**src/design/csvseg_pkg.sv**
```systemverilog
// csvseg_pkg: shared types, constants and register indexes of the CSV row segmenter.
// Used by csv_row_segmenter, csvseg_cfg and csvseg_step; no dependencies.
`default_nettype none

package csvseg_pkg;

    // counter width default for the row and byte counters
    localparam int COUNT_WIDTH_DEF = 32;

    localparam int CFG_IDX_W  = 2;
    localparam int CFG_DATA_W = 32;
    localparam int ROWS_OUT_W = 32;

    // configuration register indexes
    localparam logic [CFG_IDX_W-1:0] REG_MIN_BYTES = 2'd0;
    localparam logic [CFG_IDX_W-1:0] REG_MIN_ROWS  = 2'd1;
    localparam logic [CFG_IDX_W-1:0] REG_MAX_ROWS  = 2'd2;
    localparam logic [CFG_IDX_W-1:0] REG_LONE_CR   = 2'd3;

    // register reset values
    localparam logic [31:0] MIN_BYTES_RST = 32'd10485760;
    localparam logic [15:0] MIN_ROWS_RST  = 16'd3;
    localparam logic [31:0] MAX_ROWS_RST  = 32'd0;
    localparam logic        LONE_CR_RST   = 1'b0;

    // special characters
    localparam logic [7:0] CH_QUOTE = 8'h22;
    localparam logic [7:0] CH_CR    = 8'h0D;
    localparam logic [7:0] CH_LF    = 8'h0A;

    typedef enum logic [5:0] {
        MODE_PLAIN      = 6'b000001,
        MODE_QUOTED     = 6'b000010,
        MODE_QUOTE_SEEN = 6'b000100,
        MODE_AFTER_LF   = 6'b001000,
        MODE_AFTER_CR   = 6'b010000,
        MODE_CLOSED     = 6'b100000
    } t_mode;

    typedef struct packed {
        logic [31:0] need_bytes;
        logic [15:0] need_rows;
        logic [31:0] row_cap;
        logic        lone_cr;
    } t_cfg;

    typedef struct packed {
        logic                  taken;
        logic                  row_closed;
        logic [ROWS_OUT_W-1:0] rows;
        logic                  done;
        logic                  quotes;
    } t_result;

endpackage

`default_nettype wire

```
**src/design/csv_row_segmenter.sv**
```systemverilog
// csv_row_segmenter: top level of the CSV row segmenter.
// Depends on csvseg_pkg, csvseg_cfg and csvseg_step.
//
// Usage:
//   Input stream: one CSV byte per transfer on i_s_tdata[7:0]; i_s_tlast marks the last
//   byte of the whole text. Output stream: one result per input byte. o_m_tdata carries
//   the row count of the current segment, o_m_tuser the flags taken, row_closed and
//   inside_quotes, o_m_tlast the segment-close flag.
//   Configuration: write i_cfg_wdata to register i_cfg_index while i_cfg_we is high;
//   index 0 min segment bytes, 1 min segment rows, 2 max segment rows, 3 lone CR ends row.
//   Write only while no byte is in flight.
//   Datapath: the result of a byte is computed from the input register and presented
//   from the result register; an output stall can hold the byte in the input register.
//   Throughput: one byte per cycle while i_m_tready is high; the scanner state is updated
//   by combinational logic in the step from input register to result register.
//   Reset: synchronous, active low; clears both stages, the scan state and the counters
//   and loads the register defaults. After the last byte of a text the scan state and
//   counters return to their reset values; the registers keep theirs.
//   Stall: when i_m_tready is low the result holds, the input register fills, and then
//   o_s_tready drops; no byte is lost or repeated.
`default_nettype none

module csv_row_segmenter #(
    parameter int COUNT_WIDTH = csvseg_pkg::COUNT_WIDTH_DEF
) (
    input  wire logic                             i_clk,
    input  wire logic                             i_rst_n,
    // input stream
    input  wire logic                             i_s_tvalid,
    output logic                                  o_s_tready,
    input  wire logic [7:0]                       i_s_tdata,  // [7:0] data_byte
    input  wire logic                             i_s_tlast,  // end_of_input
    // output stream
    output logic                                  o_m_tvalid,
    input  wire logic                             i_m_tready,
    output logic [31:0]                           o_m_tdata,  // [31:0] rows_in_segment
    output logic [2:0]                            o_m_tuser,  // [0] taken, [1] row_closed,
                                                              // [2] inside_quotes
    output logic                                  o_m_tlast,  // segment_done
    // configuration
    input  wire logic                             i_cfg_we,
    input  wire logic [csvseg_pkg::CFG_IDX_W-1:0]  i_cfg_index,
    input  wire logic [csvseg_pkg::CFG_DATA_W-1:0] i_cfg_wdata
);

    csvseg_pkg::t_cfg        cfg;
    csvseg_pkg::t_mode       r_mode, n_mode;
    logic [COUNT_WIDTH-1:0] r_rows, n_rows;
    logic [COUNT_WIDTH-1:0] r_bytes, n_bytes;
    logic                   r_in_valid;
    logic [7:0]             r_in_byte;
    logic                   r_in_last;
    logic                   r_out_valid;
    csvseg_pkg::t_result     r_out, n_out;
    logic                   advance;
    logic                   in_xfer;

    csvseg_cfg u_cfg (
        .i_clk       (i_clk),
        .i_rst_n     (i_rst_n),
        .i_cfg_we    (i_cfg_we),
        .i_cfg_index (i_cfg_index),
        .i_cfg_wdata (i_cfg_wdata),
        .o_cfg       (cfg)
    );

    csvseg_step #(
        .COUNT_WIDTH (COUNT_WIDTH)
    ) u_step (
        .i_mode  (r_mode),
        .i_rows  (r_rows),
        .i_bytes (r_bytes),
        .i_byte  (r_in_byte),
        .i_eoi   (r_in_last),
        .i_cfg   (cfg),
        .o_mode  (n_mode),
        .o_rows  (n_rows),
        .o_bytes (n_bytes),
        .o_res   (n_out)
    );

    // the buffered byte moves on when the result register is free or being drained
    assign advance    = r_in_valid && (!r_out_valid || i_m_tready);
    assign o_s_tready = !r_in_valid || advance;
    assign in_xfer    = i_s_tvalid && o_s_tready;

    always_ff @(posedge i_clk) begin
        if (!i_rst_n) begin
            r_in_valid  <= 1'b0;
            r_out_valid <= 1'b0;
            r_mode      <= csvseg_pkg::MODE_PLAIN;
            r_rows      <= '0;
            r_bytes     <= '0;
        end else begin
            if (in_xfer) begin
                r_in_valid <= 1'b1;
            end else if (advance) begin
                r_in_valid <= 1'b0;
            end
            if (advance) begin
                r_out_valid <= 1'b1;
                r_mode      <= n_mode;
                r_rows      <= n_rows;
                r_bytes     <= n_bytes;
            end else if (i_m_tready) begin
                r_out_valid <= 1'b0;
            end
        end
    end

    always_ff @(posedge i_clk) begin
        if (in_xfer) begin
            r_in_byte <= i_s_tdata;
            r_in_last <= i_s_tlast;
        end
        if (advance) begin
            r_out <= n_out;
        end
    end

    assign o_m_tvalid = r_out_valid;
    assign o_m_tdata  = r_out.rows;
    assign o_m_tuser  = {r_out.quotes, r_out.row_closed, r_out.taken};
    assign o_m_tlast  = r_out.done;

endmodule

`default_nettype wire

```
**src/design/csvseg_cfg.sv**
```systemverilog
// csvseg_cfg: configuration register file of the CSV row segmenter.
// Depends on csvseg_pkg for register indexes, reset values and the t_cfg struct.
`default_nettype none

module csvseg_cfg (
    input  wire logic                             i_clk,
    input  wire logic                             i_rst_n,
    input  wire logic                             i_cfg_we,
    input  wire logic [csvseg_pkg::CFG_IDX_W-1:0]  i_cfg_index,
    input  wire logic [csvseg_pkg::CFG_DATA_W-1:0] i_cfg_wdata,
    output csvseg_pkg::t_cfg                      o_cfg
);

    csvseg_pkg::t_cfg r_cfg;

    always_ff @(posedge i_clk) begin
        if (!i_rst_n) begin
            r_cfg.need_bytes <= csvseg_pkg::MIN_BYTES_RST;
            r_cfg.need_rows  <= csvseg_pkg::MIN_ROWS_RST;
            r_cfg.row_cap    <= csvseg_pkg::MAX_ROWS_RST;
            r_cfg.lone_cr    <= csvseg_pkg::LONE_CR_RST;
        end else if (i_cfg_we) begin
            case (i_cfg_index)
                csvseg_pkg::REG_MIN_BYTES: r_cfg.need_bytes <= i_cfg_wdata[31:0];
                csvseg_pkg::REG_MIN_ROWS:  r_cfg.need_rows  <= i_cfg_wdata[15:0];
                csvseg_pkg::REG_MAX_ROWS:  r_cfg.row_cap    <= i_cfg_wdata[31:0];
                csvseg_pkg::REG_LONE_CR:   r_cfg.lone_cr    <= i_cfg_wdata[0];
                default: ;
            endcase
        end
    end

    assign o_cfg = r_cfg;

endmodule

`default_nettype wire

```
**src/design/csvseg_step.sv**
```systemverilog
// csvseg_step: next-state and result logic for one byte of the CSV row segmenter.
// Pure combinational; depends on csvseg_pkg for modes, characters and structs.
`default_nettype none

module csvseg_step #(
    parameter int COUNT_WIDTH = csvseg_pkg::COUNT_WIDTH_DEF
) (
    input  wire csvseg_pkg::t_mode     i_mode,
    input  wire logic [COUNT_WIDTH-1:0] i_rows,
    input  wire logic [COUNT_WIDTH-1:0] i_bytes,
    input  wire logic [7:0]             i_byte,
    input  wire logic                   i_eoi,
    input  wire csvseg_pkg::t_cfg      i_cfg,
    output csvseg_pkg::t_mode          o_mode,
    output logic [COUNT_WIDTH-1:0]      o_rows,
    output logic [COUNT_WIDTH-1:0]      o_bytes,
    output csvseg_pkg::t_result        o_res
);

    localparam int WIDE = (COUNT_WIDTH > csvseg_pkg::ROWS_OUT_W) ?
                          COUNT_WIDTH : csvseg_pkg::ROWS_OUT_W;
    localparam logic [COUNT_WIDTH-1:0] CMAX = '1;

    function automatic logic close_test(
        input logic [COUNT_WIDTH-1:0] rc,
        input logic [COUNT_WIDTH-1:0] bc,
        input csvseg_pkg::t_cfg       cfg,
        input logic [31:0]            lim
    );
        logic [WIDE-1:0] rcw;
        logic [WIDE-1:0] bcw;
        rcw = WIDE'(rc);
        bcw = WIDE'(bc);
        return (rcw >= WIDE'(cfg.need_rows)) &&
               ((bcw >= WIDE'(cfg.need_bytes)) || ((lim != 32'd0) && (rcw == WIDE'(lim))));
    endfunction

    csvseg_pkg::t_mode       m0;
    csvseg_pkg::t_mode       m;
    logic [COUNT_WIDTH-1:0] rc0, bc0, rc_p1, rc_p2, bc_p1;
    logic [COUNT_WIDTH-1:0] rc1, bc1, rc2, bc2, rc_fin, bc_fin, rep;
    logic [WIDE-1:0]        repw;
    logic [31:0]            lim;
    logic                   cons_a, ends_a, close_a, ends_b, close_b;
    logic                   consumed, fresh, taken, row_b;
    logic                   is_quote, is_lf, is_cr;

    assign is_quote = (i_byte == csvseg_pkg::CH_QUOTE);
    assign is_lf    = (i_byte == csvseg_pkg::CH_LF);
    assign is_cr    = (i_byte == csvseg_pkg::CH_CR);

    // effective row limit: nonzero values below the minimum are raised to it
    assign lim = ((i_cfg.row_cap != 32'd0) && (i_cfg.row_cap < {16'd0, i_cfg.need_rows})) ?
                 {16'd0, i_cfg.need_rows} : i_cfg.row_cap;

    // a closed segment starts over with cleared counters
    assign rc0 = (i_mode == csvseg_pkg::MODE_CLOSED) ? '0 : i_rows;
    assign bc0 = (i_mode == csvseg_pkg::MODE_CLOSED) ? '0 : i_bytes;

    assign rc_p1 = (rc0 == CMAX) ? CMAX : rc0 + COUNT_WIDTH'(1);
    assign rc_p2 = (rc0 >= CMAX - COUNT_WIDTH'(1)) ? CMAX : rc0 + COUNT_WIDTH'(2);
    assign bc_p1 = (bc0 == CMAX) ? CMAX : bc0 + COUNT_WIDTH'(1);

    always_comb begin
        case (i_mode)
            csvseg_pkg::MODE_PLAIN,
            csvseg_pkg::MODE_QUOTED,
            csvseg_pkg::MODE_QUOTE_SEEN,
            csvseg_pkg::MODE_AFTER_LF,
            csvseg_pkg::MODE_AFTER_CR: m0 = i_mode;
            default:                   m0 = csvseg_pkg::MODE_PLAIN;
        endcase
    end

    always_comb begin
        m        = m0;
        cons_a   = 1'b0;
        ends_a   = 1'b0;
        close_a  = 1'b0;
        consumed = 1'b0;
        fresh    = 1'b0;
        taken    = 1'b1;
        rc1      = rc0;
        bc1      = bc0;

        // first pass: pending line end or quote state
        case (m0)
            csvseg_pkg::MODE_AFTER_LF,
            csvseg_pkg::MODE_AFTER_CR: begin
                cons_a = ((m0 == csvseg_pkg::MODE_AFTER_LF) && is_cr) ||
                         ((m0 == csvseg_pkg::MODE_AFTER_CR) && is_lf);
                ends_a = cons_a || (m0 == csvseg_pkg::MODE_AFTER_LF) || i_cfg.lone_cr;
                consumed = cons_a;
                bc1 = cons_a ? bc_p1 : bc0;
                m = csvseg_pkg::MODE_PLAIN;
                if (ends_a) begin
                    rc1 = rc_p1;
                    close_a = close_test(rc_p1, bc1, i_cfg, lim);
                end
                if (close_a) begin
                    if (cons_a) begin
                        m = csvseg_pkg::MODE_CLOSED;
                    end else begin
                        // this byte opens the next segment
                        fresh = 1'b1;
                        taken = 1'b0;
                    end
                end
            end
            csvseg_pkg::MODE_QUOTE_SEEN: begin
                if (is_quote) begin
                    consumed = 1'b1;
                    bc1 = bc_p1;
                    m = csvseg_pkg::MODE_QUOTED;
                end else begin
                    m = csvseg_pkg::MODE_PLAIN;
                end
            end
            csvseg_pkg::MODE_QUOTED: begin
                consumed = 1'b1;
                bc1 = bc_p1;
                if (is_quote) begin
                    m = csvseg_pkg::MODE_QUOTE_SEEN;
                end
            end
            default: ;
        endcase

        // second pass: byte scanned as plain text
        ends_b  = 1'b0;
        close_b = 1'b0;
        row_b   = 1'b0;
        rc2     = ends_a ? rc_p2 : rc_p1;
        bc2     = fresh ? COUNT_WIDTH'(1) : bc_p1;
        rc_fin  = rc1;
        bc_fin  = bc1;
        if (!consumed) begin
            bc_fin = bc2;
            rc_fin = fresh ? '0 : rc1;
            if (is_quote) begin
                m = csvseg_pkg::MODE_QUOTED;
            end else if (is_lf) begin
                if (i_eoi) begin
                    ends_b = 1'b1;
                end else begin
                    m = csvseg_pkg::MODE_AFTER_LF;
                end
            end else if (is_cr) begin
                if (i_eoi) begin
                    ends_b = i_cfg.lone_cr;
                end else begin
                    m = csvseg_pkg::MODE_AFTER_CR;
                end
            end
            if (ends_b && !fresh) begin
                row_b   = 1'b1;
                rc_fin  = rc2;
                close_b = close_test(rc2, bc2, i_cfg, lim);
                if (close_b) begin
                    m = csvseg_pkg::MODE_CLOSED;
                end
            end
        end

        // a quote on the last byte closes the quoted field
        if (i_eoi && (m == csvseg_pkg::MODE_QUOTE_SEEN)) begin
            m = csvseg_pkg::MODE_PLAIN;
        end

        rep  = fresh ? rc1 : rc_fin;
        repw = WIDE'(rep);

        o_res.taken      = taken;
        o_res.row_closed = ends_a || row_b;
        o_res.rows       = (repw > WIDE'(32'hFFFF_FFFF)) ? 32'hFFFF_FFFF : repw[31:0];
        o_res.done       = close_a || close_b;
        o_res.quotes     = (m == csvseg_pkg::MODE_QUOTED) || (m == csvseg_pkg::MODE_QUOTE_SEEN);

        if (i_eoi) begin
            o_mode  = csvseg_pkg::MODE_PLAIN;
            o_rows  = '0;
            o_bytes = '0;
        end else begin
            o_mode  = m;
            o_rows  = rc_fin;
            o_bytes = bc_fin;
        end
    end

endmodule

`default_nettype wire

```
**config.mk**
```make
export PLATFORM = sky130hd
export DESIGN_NAME = csv_row_segmenter
export DESIGN_NICKNAME = d
export VERILOG_FILES = /design/src/design/csvseg_pkg.sv /design/src/design/csv_row_segmenter.sv /design/src/design/csvseg_cfg.sv /design/src/design/csvseg_step.sv
export SDC_FILE = /design/constraint.sdc
export NUM_CORES = 1
export LEC_CHECK = 0
export BUFFER_PORTS_ARGS = -buffer_cell sky130_fd_sc_hd__buf_2
export CORE_AREA = 2 2 239 241
export DETAILED_ROUTE_END_ITERATION = 10
export DIE_AREA = 0 0 241 243
export PLACE_DENSITY = 0.43
export SYNTH_ARGS = -nofsm -noshare
export SYNTH_HDL_FRONTEND = slang
export SYNTH_HIERARCHICAL = 1
export SYNTH_SLANG_ARGS = --single-unit
export TNS_END_PERCENT = 10
```
**constraint.sdc**
```tcl
create_clock -name i_clk -period 25.5 [get_ports i_clk]
set_clock_uncertainty 0.15 [all_clocks]
set_input_delay 3.825 -clock i_clk [delete_from_list [all_inputs] [get_ports i_clk]]
set_output_delay 3.825 -clock i_clk [all_outputs]
set_load 0.005 [all_outputs]
```
==> results of run 1 <==
how the worst max path moves through the flow:
stage / from / to / slack, ns / cells after the start
finish: r_mode[2]$_SDFFE_PN0P_ / o_m_tlast$_DFFE_PP_ / 14.53 / 41
global route: r_mode[3]$_SDFFE_PN0P_ / o_m_tlast$_DFFE_PP_ / 13.70 / 38
global placement: r_mode[1]$_SDFFE_PN0P_ / o_m_tlast$_DFFE_PP_ / 14.93 / 41
detailed placement: r_mode[3]$_SDFFE_PN0P_ / o_m_tlast$_DFFE_PP_ / 14.69 / 41
CTS: r_mode[1]$_SDFFE_PN0P_ / o_m_tlast$_DFFE_PP_ / 14.62 / 41
floorplan: r_mode[1]$_SDFFE_PN0P_ / o_m_tlast$_DFFE_PP_ / 16.04 / 48
flip-flops by register name, summed over array words and instances, names as in the netlist:
| signal | cells |
|---|---|
| o_m_tdata | 32 |
| o_m_tlast | 1 |
| o_m_tuser | 3 |
| o_m_tvalid | 1 |
| r_bytes | 32 |
| r_in_byte | 8 |
| r_in_last | 1 |
| r_in_valid | 1 |
| r_mode | 6 |
| r_rows | 32 |
| u_cfg/o_cfg | 81 |
cells by family after synthesis:
group                      after synthesis  share of synthesized area
AOI/OAI and AO/OA                      435                      0.163
adders and majority gates              115                     0.0837
DFF                                    198                      0.257
buffers and inverters                  225                     0.0699
and+or+nand+nor                        914                      0.261
muxes                                  190                      0.111
xor gates and xnor gates               107                     0.0550
synth_stat cells, types with 11 or more instances:
| cell | n |
|---|---|
| sky130_fd_sc_hd__or3_1 | 14 |
| sky130_fd_sc_hd__o2111ai_1 | 13 |
| sky130_fd_sc_hd__and4_1 | 11 |
| sky130_fd_sc_hd__nand4_1 | 57 |
| sky130_fd_sc_hd__o211ai_1 | 20 |
| sky130_fd_sc_hd__o31ai_1 | 14 |
| sky130_fd_sc_hd__nor2_1 | 195 |
| sky130_fd_sc_hd__xor2_1 | 43 |
| sky130_fd_sc_hd__and3_1 | 17 |
| sky130_fd_sc_hd__a21oi_1 | 119 |
| sky130_fd_sc_hd__dfxtp_1 | 153 |
| sky130_fd_sc_hd__buf_2 | 44 |
| sky130_fd_sc_hd__inv_1 | 84 |
| sky130_fd_sc_hd__clkbuf_1 | 55 |
| sky130_fd_sc_hd__nor2b_1 | 18 |
| sky130_fd_sc_hd__nand2_1 | 381 |
| sky130_fd_sc_hd__nor2_4 | 11 |
| sky130_fd_sc_hd__nand2b_1 | 15 |
| sky130_fd_sc_hd__xnor2_1 | 63 |
| sky130_fd_sc_hd__nand3_1 | 48 |
| sky130_fd_sc_hd__nor4_1 | 32 |
| sky130_fd_sc_hd__edfxtp_1 | 45 |
| sky130_fd_sc_hd__mux2i_1 | 188 |
| sky130_fd_sc_hd__and2_1 | 12 |
| sky130_fd_sc_hd__o22ai_1 | 17 |
| sky130_fd_sc_hd__a31oi_1 | 16 |
| sky130_fd_sc_hd__a21o_1 | 33 |
| sky130_fd_sc_hd__ha_1 | 115 |
| sky130_fd_sc_hd__nor3_1 | 42 |
| sky130_fd_sc_hd__buf_6 | 13 |
| sky130_fd_sc_hd__o21ai_0 | 94 |
| sky130_fd_sc_hd__a22oi_1 | 12 |
final cells by class:
| class | count | area share |
|---|---|---|
| Multi-Input combinational cell | 1761 | 0.625 |
| Clock buffer | 17 | 0.0229 |
| Clock inverter | 15 | 0.0104 |
| Sequential cell | 198 | 0.237 |
| Inverter | 85 | 0.0172 |
| Timing Repair Buffer | 117 | 0.0363 |
| Tap cell | 756 | 0.0509 |
layer usage:
layer	global-route usage	vias up	wire, um
met4	0.0886	2	2400
met2	0.405	504	33900
met3	0.0347	117	3130
li1	-	7815	-
met5	0	-	13
met1	0.292	7982	29500
report_power, final:
part | total (mW) | switching, mW | internal, mW
combinational | 0.0989 | 0.0619 | 0.0370
clock | 0.293 | 0.158 | 0.135
sequential | 0.337 | 0.00920 | 0.327
total | 0.729 | 0.229 | 0.500
critical path: cells and delay by family, from the launching register on:
kind / cells / cell delay [ns]
simple gates: 14 / 4.52
compound gates: 21 / 3.90
buf+inv: 3 / 0.94
fa+ha+maj: 3 / 0.78
flops: 1 / 0.42
metrics by stage:
step | std cells | total power, mW | utilization | worst slack, ns | hold WS [ns]
global route | 2949 | 0.760 | 0.332 | 13.70 | 0.330
global placement | 2917 | 0.441 | 0.321 | 14.93 | 0.296
floorplan | 2184 | 0.414 | - | 16.04 | 0.281
finish | 2949 | 0.729 | 0.332 | 14.53 | 0.311
detailed placement | 2917 | 0.442 | 0.321 | 14.69 | 0.300
CTS | 2949 | 0.741 | 0.332 | 14.62 | 0.314
==> metrics.txt, run 1 <==
status finished clean; FF+latch area 0.00441 mm2; maximum count of clock buffers along a single path 2; count of endpoints failing hold in the final timing report 0; Synth async-reset ratio 0; Wirelength per Cell 23.4 um; maxcap violations 0; unrepaired setup endpoints after global routing no; synthesized instance count 2184; share of the synthesized area in the top cell type 0.178; number of flip-flops and latches in the synthesized netlist 198; post-route minimum period 10.97 ns; final number of max-transition violations 0; GRT Residual Overflow 0; Layout Area Growth over Synthesis 8.13%; Vias/cell 5.57; CTS HTree Levels 4; total core area 0.0560 mm2; number of design rule violations left after detail routing 0; multi-input combinational cell area 0.0116 mm2; leading post-synthesis cells by cell area sky130_fd_sc_hd__dfxtp_1 18%, sky130_fd_sc_hd__mux2i_1 11%, sky130_fd_sc_hd__ha_1 8.4%, sky130_fd_sc_hd__nand2_1 8.3%, sky130_fd_sc_hd__edfxtp_1 7.9%; critical path endpoint category flop; CP Data Required Time 25.60 ns; Worst path most repeated cell sky130_fd_sc_hd__a21o_1; number of inserted diodes 0; number of design-rule violations left by the first detailed-router iteration 1342; detailed-placement wirelength estimate 53200 um; nets in the synthesized netlist 2347; clk slew on worst S/H paths 0.09 ns; final worst-path cycle share 0.430; number of buffers added by the clock tree synthesis step 17; endpoint of the worst hold-timing path u_cfg/o_cfg[59]$_SDFFE_PN0P_; num ports 86; total routing usage reported by global routing 0.234; Worst Min Path Start u_cfg/o_cfg[59]$_SDFFE_PN0P_; fillcell total 6110; cells resized by post-CTS repair 0; Peak supply drop 0.0598 mV; CP Data Arrival Time 11.07 ns; most common library cell in the layout ignoring fill and taps sky130_fd_sc_hd__nand2_1; yosys synthesis warning count 6; Post-synth top flop sky130_fd_sc_hd__dfxtp_1; biggest area consumer among synthesized cells sky130_fd_sc_hd__dfxtp_1; Register-to-Register Setup Slack 14.53 ns; number of placement rows 87; count of flip-flops with a built-in enable after synthesis 45; post-cts hold buffer count 0; Setup violations, final 0; cell area after synthesis 0.0172 mm2; root buffer selected by CTS sky130_fd_sc_hd__clkbuf_16; CP max stage cell sky130_fd_sc_hd__and4_1; Antenna Violating Nets Remaining 0; share of the yosys chip area belonging to registers 0.257; Setup TNS Final 0 ns; via count of the first global-routing pass 15500; via count of the routed design 16400; worst hold path class flop to flop; die extent in y 243 um; worst relative slew slack 0.140; R2R Path Start r_mode[2]$_SDFFE_PN0P_; effective utilization at floorplan 0.307; DIE AREA 0.0586 mm2; r2r endpoint o_m_tlast$_DFFE_PP_; peak fanout along the critical path 50; TritonCTS clock tree done; Total Wirelength 69000 um; total setup buffers inserted after CTS 0; global-route wire length before repair 102000 um; Final Wtd Congestion 0.965; Post-Layout Inst Area 0.0186 mm2; crit-path max cell delay 0.60 ns; antenna violations before repair 1; P per Cell Area 39.2 mW/mm2; Worst R2R Path Depth 41; Die Span X 241 um; I/O Buffers 85; largest net degree at the start of global routing 134; Cell variety after synth 97; Leakage Power 7.43 nW; TritonCTS sink count 198; share of post-route cells with drive strength above 1 0.0967; detailed-routing iteration count for the pre-antenna-repair pass 6; placed inst area 0.0180 mm2; total number of nets in the final design 2343; Mapped Avg Cell Area 7.87 um2; f_max 0.0911 GHz; crit path kind flop to flop; commonest cells after routing, fill and taps aside 380 x sky130_fd_sc_hd__nand2_1, 194 x sky130_fd_sc_hd__nor2_1, 188 x sky130_fd_sc_hd__mux2i_1, 153 x sky130_fd_sc_hd__dfxtp_1, 119 x sky130_fd_sc_hd__a21oi_1; Hold Path Depth 2; clk_lat worst skew 0.51 ns; Slew @ Worst Pin 1.28 ns; startpoint type of the worst setup path flop
Note: power is estimated with default switching activity, not from simulation.
==> run 2: changes to the inputs <==
clock period = 10.5 ns   (was 25.5 ns; I/O delays follow)
==> metrics.txt, run 2 (synthesis gave the netlist of run 1 again) <==
CP Data Required Time 10.59 ns (was 25.60 ns); antenna violations before repair 0 (was 1); switching power of the nets 579 uW (was 229 uW); placed cell count 2928 (was 2917); count of non-filler cells in the finished layout 2960 (was 2949); detailed-placement wirelength estimate 54300 um (was 53200 um); design internal power 1.24 mW (was 500 uW); fraction of power spent switching nets 0.317 (was 0.314); I/O Buffers 85 (unchanged); Wirelength per Cell 23.7 um (was 23.4 um); Worst Setup Slack post-DPL 1.17 ns (was 14.69 ns); root buffer selected by CTS sky130_fd_sc_hd__clkbuf_16 (unchanged); number of placement rows 87 (unchanged); total core area 0.0560 mm2 (unchanged); commonest cells after routing, fill and taps aside 380 x sky130_fd_sc_hd__nand2_1, 194 x sky130_fd_sc_hd__nor2_1, 188 x sky130_fd_sc_hd__mux2i_1, 153 x sky130_fd_sc_hd__dfxtp_1, 119 x sky130_fd_sc_hd__a21oi_1 (unchanged); DIE AREA 0.0586 mm2 (unchanged); Worst R2R Path Depth 41 (unchanged); final worst-path cycle share 0.893 (was 0.430); effective utilization at floorplan 0.307 (unchanged); TritonCTS clock tree done (unchanged); final number of max-transition violations 0 (unchanged); CP max stage cell sky130_fd_sc_hd__dfxtp_1 (was sky130_fd_sc_hd__and4_1); total routing usage reported by global routing 0.241 (was 0.234); Antenna Violating Nets Remaining 0 (unchanged); Worst path most repeated cell sky130_fd_sc_hd__a21o_1 (unchanged); CTS HTree Levels 4 (unchanged); r2r endpoint o_m_tlast$_DFFE_PP_ (unchanged); clk slew on worst S/H paths 0.09 ns (about the same); count of endpoints failing hold in the final timing report 0 (unchanged); worst relative slew slack 0.0767 (was 0.140); unrepaired setup endpoints after global routing no (unchanged); num ports 86 (unchanged); Register-to-Register Setup Slack 1.13 ns (was 14.53 ns); post-route setup slack 1.13 ns (was 14.53 ns); post-cts hold buffer count 0 (unchanged); launch point of the worst path r_mode[1]$_SDFFE_PN0P_ (was r_mode[2]$_SDFFE_PN0P_); clk_lat worst skew 0.52 ns (was 0.51 ns); maximum count of clock buffers along a single path 2 (unchanged); R2R Path Start r_mode[1]$_SDFFE_PN0P_ (was r_mode[2]$_SDFFE_PN0P_); status finished clean (unchanged); worst hold path class flop to flop (unchanged); global-route wire length before repair 105000 um (was 102000 um); Leakage Power 7.50 nW (was 7.43 nW); startpoint type of the worst setup path flop (unchanged); cells resized by post-CTS repair 0 (unchanged); total setup buffers inserted after CTS 0 (unchanged); clock power share 0.415 (was 0.402); Total Wirelength 70300 um (was 69000 um); via count of the routed design 16500 (was 16400); Die Span X 241 um (unchanged); total number of nets in the final design 2354 (was 2343); crit path kind flop to flop (unchanged); die extent in y 243 um (unchanged); TritonCTS sink count 198 (unchanged); GRT Residual Overflow 0 (unchanged); Setup TNS Final 0 ns (unchanged); peak fanout along the critical path 11 (was 50); number of design-rule violations left by the first detailed-router iteration 1452 (was 1342); post-route minimum period 9.37 ns (was 10.97 ns); critical path endpoint category flop (unchanged); Setup violations, final 0 (unchanged); CP Data Arrival Time 9.47 ns (was 11.07 ns); P per Cell Area 97.4 mW/mm2 (was 39.2 mW/mm2); via count of the first global-routing pass 16000 (was 15500); largest net degree at the start of global routing 159 (was 134); crit path capture o_m_tlast$_DFFE_PP_ (unchanged); detailed-routing iteration count for the pre-antenna-repair pass 6 (unchanged); maxcap violations 0 (unchanged); number of buffers added by the clock tree synthesis step 17 (unchanged); Vias/cell 5.56 (was 5.57); number of inserted diodes 0 (unchanged); number of design rule violations left after detail routing 0 (unchanged); Peak supply drop 0.136 mV (was 0.0598 mV); number of flip-flops in the largest register 81 (unchanged); Slew @ Worst Pin 1.38 ns (was 1.28 ns); share of post-route cells with drive strength above 1 0.101 (was 0.0967); Final Wtd Congestion 1.01 (was 0.965); f_max 0.107 GHz (was 0.0911 GHz); most common library cell in the layout ignoring fill and taps sky130_fd_sc_hd__nand2_1 (unchanged); combinational cell fraction of total power 0.136 (about the same); Layout Area Growth over Synthesis 8.84% (was 8.13%); crit-path max cell delay 0.52 ns (was 0.60 ns); sequential power share 0.449 (was 0.462)
==> run 2: changes by cell type in the layout (fill, tap and decap cells not counted) <==
| cell | change |
|---|---|
| sky130_fd_sc_hd__buf_4 | +11 |
| sky130_fd_sc_hd__bufinv_16 | +1 |
| sky130_fd_sc_hd__clkinv_2 | -1 |
| sky130_fd_sc_hd__clkinv_4 | -1 |
| sky130_fd_sc_hd__inv_12 | +3 |
| sky130_fd_sc_hd__inv_6 | +1 |
| sky130_fd_sc_hd__inv_8 | -3 |
==> run 2: layout make-up <==
type / count / area, um2
fillers: 6031 / 37200
well taps: 756 / 946
clock inverters: 15 / 233
multi-input cells: 1761 / 11600
clock buffers: 17 / 425
inverters: 85 / 319
repair buffers: 128 / 757
flip-flops and latches: 198 / 4410
==> run 2: power groups by stage <==
stage | sequential [mW] | combinational, mW | clock [mW]
floorplan | 0.824 | 0.182 | 0
global placement | 0.836 | 0.245 | 0
detailed placement | 0.836 | 0.247 | 0
CTS | 0.818 | 0.248 | 0.788
global route | 0.820 | 0.268 | 0.810
finish | 0.818 | 0.248 | 0.757
==> run 2: worst min path at each step <==
stage,from,to,slack [ns],cells after the start
6_report,u_cfg/o_cfg[68]$_SDFFE_PN0P_,u_cfg/o_cfg[68]$_SDFFE_PN0P_,0.31,2
5_1_grt,u_cfg/o_cfg[57]$_SDFFE_PN0P_,u_cfg/o_cfg[57]$_SDFFE_PN0P_,0.33,2
4_1_cts,u_cfg/o_cfg[68]$_SDFFE_PN0P_,u_cfg/o_cfg[68]$_SDFFE_PN0P_,0.32,2
3_5_place_dp,u_cfg/o_cfg[69]$_SDFFE_PN0P_,u_cfg/o_cfg[69]$_SDFFE_PN0P_,0.30,2
3_3_place_gp,u_cfg/o_cfg[68]$_SDFFE_PN0P_,u_cfg/o_cfg[68]$_SDFFE_PN0P_,0.29,2
2_1_floorplan,r_mode[1]$_SDFFE_PN0P_,r_mode[1]$_SDFFE_PN0P_,0.28,2
==> run 2: worst max-delay path: cells and delay by family (launching register included) <==
| family | cells | cell delay [ns] |
|---|---|---|
| adder cells (fa/ha/maj) | 3 | 0.77 |
| buffers and inverters | 3 | 0.65 |
| flip-flops | 1 | 0.52 |
| AND/OR/NAND/NOR | 15 | 3.29 |
| AO/OA/AOI/OAI | 20 | 3.70 |
==> run 2: stage by stage <==
step / cell area [um2] / hold WS [ns] / total power [mW] / utilization
floorplan: 17200 / 0.281 / 1.01 / -
global placement: 18100 / 0.295 / 1.08 / 0.323
detailed placement: 18100 / 0.300 / 1.08 / 0.323
CTS: 18700 / 0.316 / 1.85 / 0.334
global route: 18700 / 0.329 / 1.90 / 0.334
finish: 18700 / 0.314 / 1.82 / 0.334
==> run 2: metal layers <==
| layer | global-route usage | share of wire | vias up |
|---|---|---|---|
| met3 | 0.0373 | 0.046 | 109 |
| met4 | 0.0857 | 0.033 | 0 |
| met5 | 0 | 0 | - |
| li1 | - | - | 7821 |
| met2 | 0.407 | 0.48 | 493 |
| met1 | 0.309 | 0.44 | 8032 |
==> run 3: changes to the inputs <==
REMOVE_ABC_BUFFERS = 1   (was default)
==> metrics.txt, run 3 (synthesis gave the netlist of run 1 again) <==
status finished clean (unchanged); CP max stage cell sky130_fd_sc_hd__or4b_1 (was sky130_fd_sc_hd__dfxtp_1); R2R Path Start r_mode[4]$_SDFFE_PN0P_ (was r_mode[1]$_SDFFE_PN0P_); post-cts hold buffer count 0 (unchanged); Worst Setup Slack post-DPL 0.559 ns (was 1.17 ns); Vias/cell 5.50 (was 5.56); TritonCTS clock tree done (unchanged); number of design-rule violations left by the first detailed-router iteration 1329 (was 1452); effective utilization at floorplan 0.307 (unchanged); final worst-path cycle share 0.980 (was 0.893); Layout Area Growth over Synthesis 8.52% (was 8.84%); worst relative slew slack 0.253 (was 0.0767); CTS HTree Levels 4 (unchanged); clk slew on worst S/H paths 0.08 ns (was 0.09 ns); CP Data Required Time 10.58 ns (was 10.59 ns); I/O Buffers 85 (unchanged); number of inserted diodes 0 (unchanged); total routing usage reported by global routing 0.223 (was 0.241); unrepaired setup endpoints after global routing no (unchanged); P per Cell Area 95.5 mW/mm2 (was 97.4 mW/mm2); cells resized by post-CTS repair 0 (unchanged); maximum count of clock buffers along a single path 2 (unchanged); Peak supply drop 0.145 mV (was 0.136 mV); maxcap violations 0 (unchanged); number of flip-flops in the largest register 81 (unchanged); antenna violations before repair 2 (was 0); final number of max-transition violations 0 (unchanged); total core area 0.0560 mm2 (unchanged); root buffer selected by CTS sky130_fd_sc_hd__clkbuf_16 (unchanged); crit-path max cell delay 0.91 ns (was 0.52 ns); Leakage Power 7.46 nW (was 7.50 nW); most common library cell in the layout ignoring fill and taps sky130_fd_sc_hd__nand2_1 (unchanged); num ports 86 (unchanged); Setup TNS Final 0 ns (unchanged); global-route wire length before repair 98300 um (was 105000 um); total setup buffers inserted after CTS 0 (unchanged); Final Wtd Congestion 0.937 (was 1.01); Worst Min Path Start u_cfg/o_cfg[61]$_SDFFE_PN0P_ (was u_cfg/o_cfg[68]$_SDFFE_PN0P_); worst hold path class flop to flop (unchanged); Worst path most repeated cell sky130_fd_sc_hd__a21o_1 (unchanged); share of post-route cells with drive strength above 1 0.0995 (was 0.101); Total Wirelength 65200 um (was 70300 um); Setup violations, final 0 (unchanged); number of placement rows 87 (unchanged); f_max 0.0972 GHz (was 0.107 GHz); crit path kind flop to flop (unchanged); critical path endpoint category flop (unchanged); number of buffers added by the clock tree synthesis step 17 (unchanged); peak fanout along the critical path 33 (was 11); die extent in y 243 um (unchanged); Slew @ Worst Pin 1.12 ns (was 1.38 ns); detailed-placement wirelength estimate 50000 um (was 54300 um); Wirelength per Cell 22.0 um (was 23.7 um); Antenna Violating Nets Remaining 0 (unchanged); number of design rule violations left after detail routing 0 (unchanged); TritonCTS sink count 198 (unchanged); via count of the routed design 16300 (was 16500); CP Data Arrival Time 10.37 ns (was 9.47 ns); post-route minimum period 10.29 ns (was 9.37 ns); startpoint type of the worst setup path flop (unchanged); via count of the first global-routing pass 15800 (was 16000); commonest cells after routing, fill and taps aside 380 x sky130_fd_sc_hd__nand2_1, 194 x sky130_fd_sc_hd__nor2_1, 188 x sky130_fd_sc_hd__mux2i_1, 153 x sky130_fd_sc_hd__dfxtp_1, 119 x sky130_fd_sc_hd__a21oi_1 (unchanged); total number of nets in the final design 2350 (was 2354); GRT Residual Overflow 0 (unchanged); Die Span X 241 um (unchanged); largest net degree at the start of global routing 97 (was 159); post-route setup slack 0.209 ns (was 1.13 ns); launch point of the worst path r_mode[4]$_SDFFE_PN0P_ (was r_mode[1]$_SDFFE_PN0P_); clk_lat worst skew 0.51 ns (was 0.52 ns); detailed-routing iteration count for the pre-antenna-repair pass 7 (was 6); DIE AREA 0.0586 mm2 (unchanged); count of endpoints failing hold in the final timing report 0 (unchanged)
-- run 3: worst paths after layout --
path | to | slack [ns] | cells after the start
max | o_m_tlast$_DFFE_PP_ | 0.21 | 32
min | u_cfg/o_cfg[61]$_SDFFE_PN0P_ | 0.31 | 2
max reg2reg | o_m_tlast$_DFFE_PP_ | 0.21 | 32
min reg2reg | u_cfg/o_cfg[61]$_SDFFE_PN0P_ | 0.31 | 2
-- run 3: final cells by class --
cell class / count / area, um2
multi-input combinational: 1761 / 11600
clock inverter: 14 / 183
tap: 756 / 946
fill: 5973 / 37300
timing repair buffer: 124 / 727
clock buffer: 18 / 450
inverter: 85 / 319
sequential: 198 / 4410
-- run 3: through the flow --
stage               instance area (um2)  hold slack (ns)  power [mW]   util  instances
finish                            18700            0.310        1.78  0.333       2956
global route                      18700            0.326        1.85  0.333       2956
CTS                               18700            0.313        1.81  0.333       2956
detailed placement                18000            0.299        1.08  0.322       2924
global placement                  18000            0.294        1.08  0.322       2924
floorplan                         16300            0.285       0.976      -       2044
-- run 3: where the power goes --
| group | total (mW) | switching, mW | internal, mW |
|---|---|---|---|
| combinational | 0.247 | 0.157 | 0.0896 |
| sequential | 0.815 | 0.0199 | 0.795 |
| clock | 0.719 | 0.362 | 0.357 |
-- run 3: routing by layer --
metal  vias up  global-route usage  routed length (um)  part of all wire
met5         -                   0                  13           0.00020
met4         2              0.0964                2440             0.037
met3       101              0.0288                2810             0.043
met2       482               0.365               30700              0.47
met1      7873               0.291               29200              0.45
li1       7808                   -                   -                 -
-- run 3: critical path: cells and delay by family, from the launching register on --
kind,cells,cell delay [ns]
simple gates,13,4.38
compound gates,14,3.39
fa+ha+maj,3,1.03
buf+inv,2,0.62
flops,1,0.39
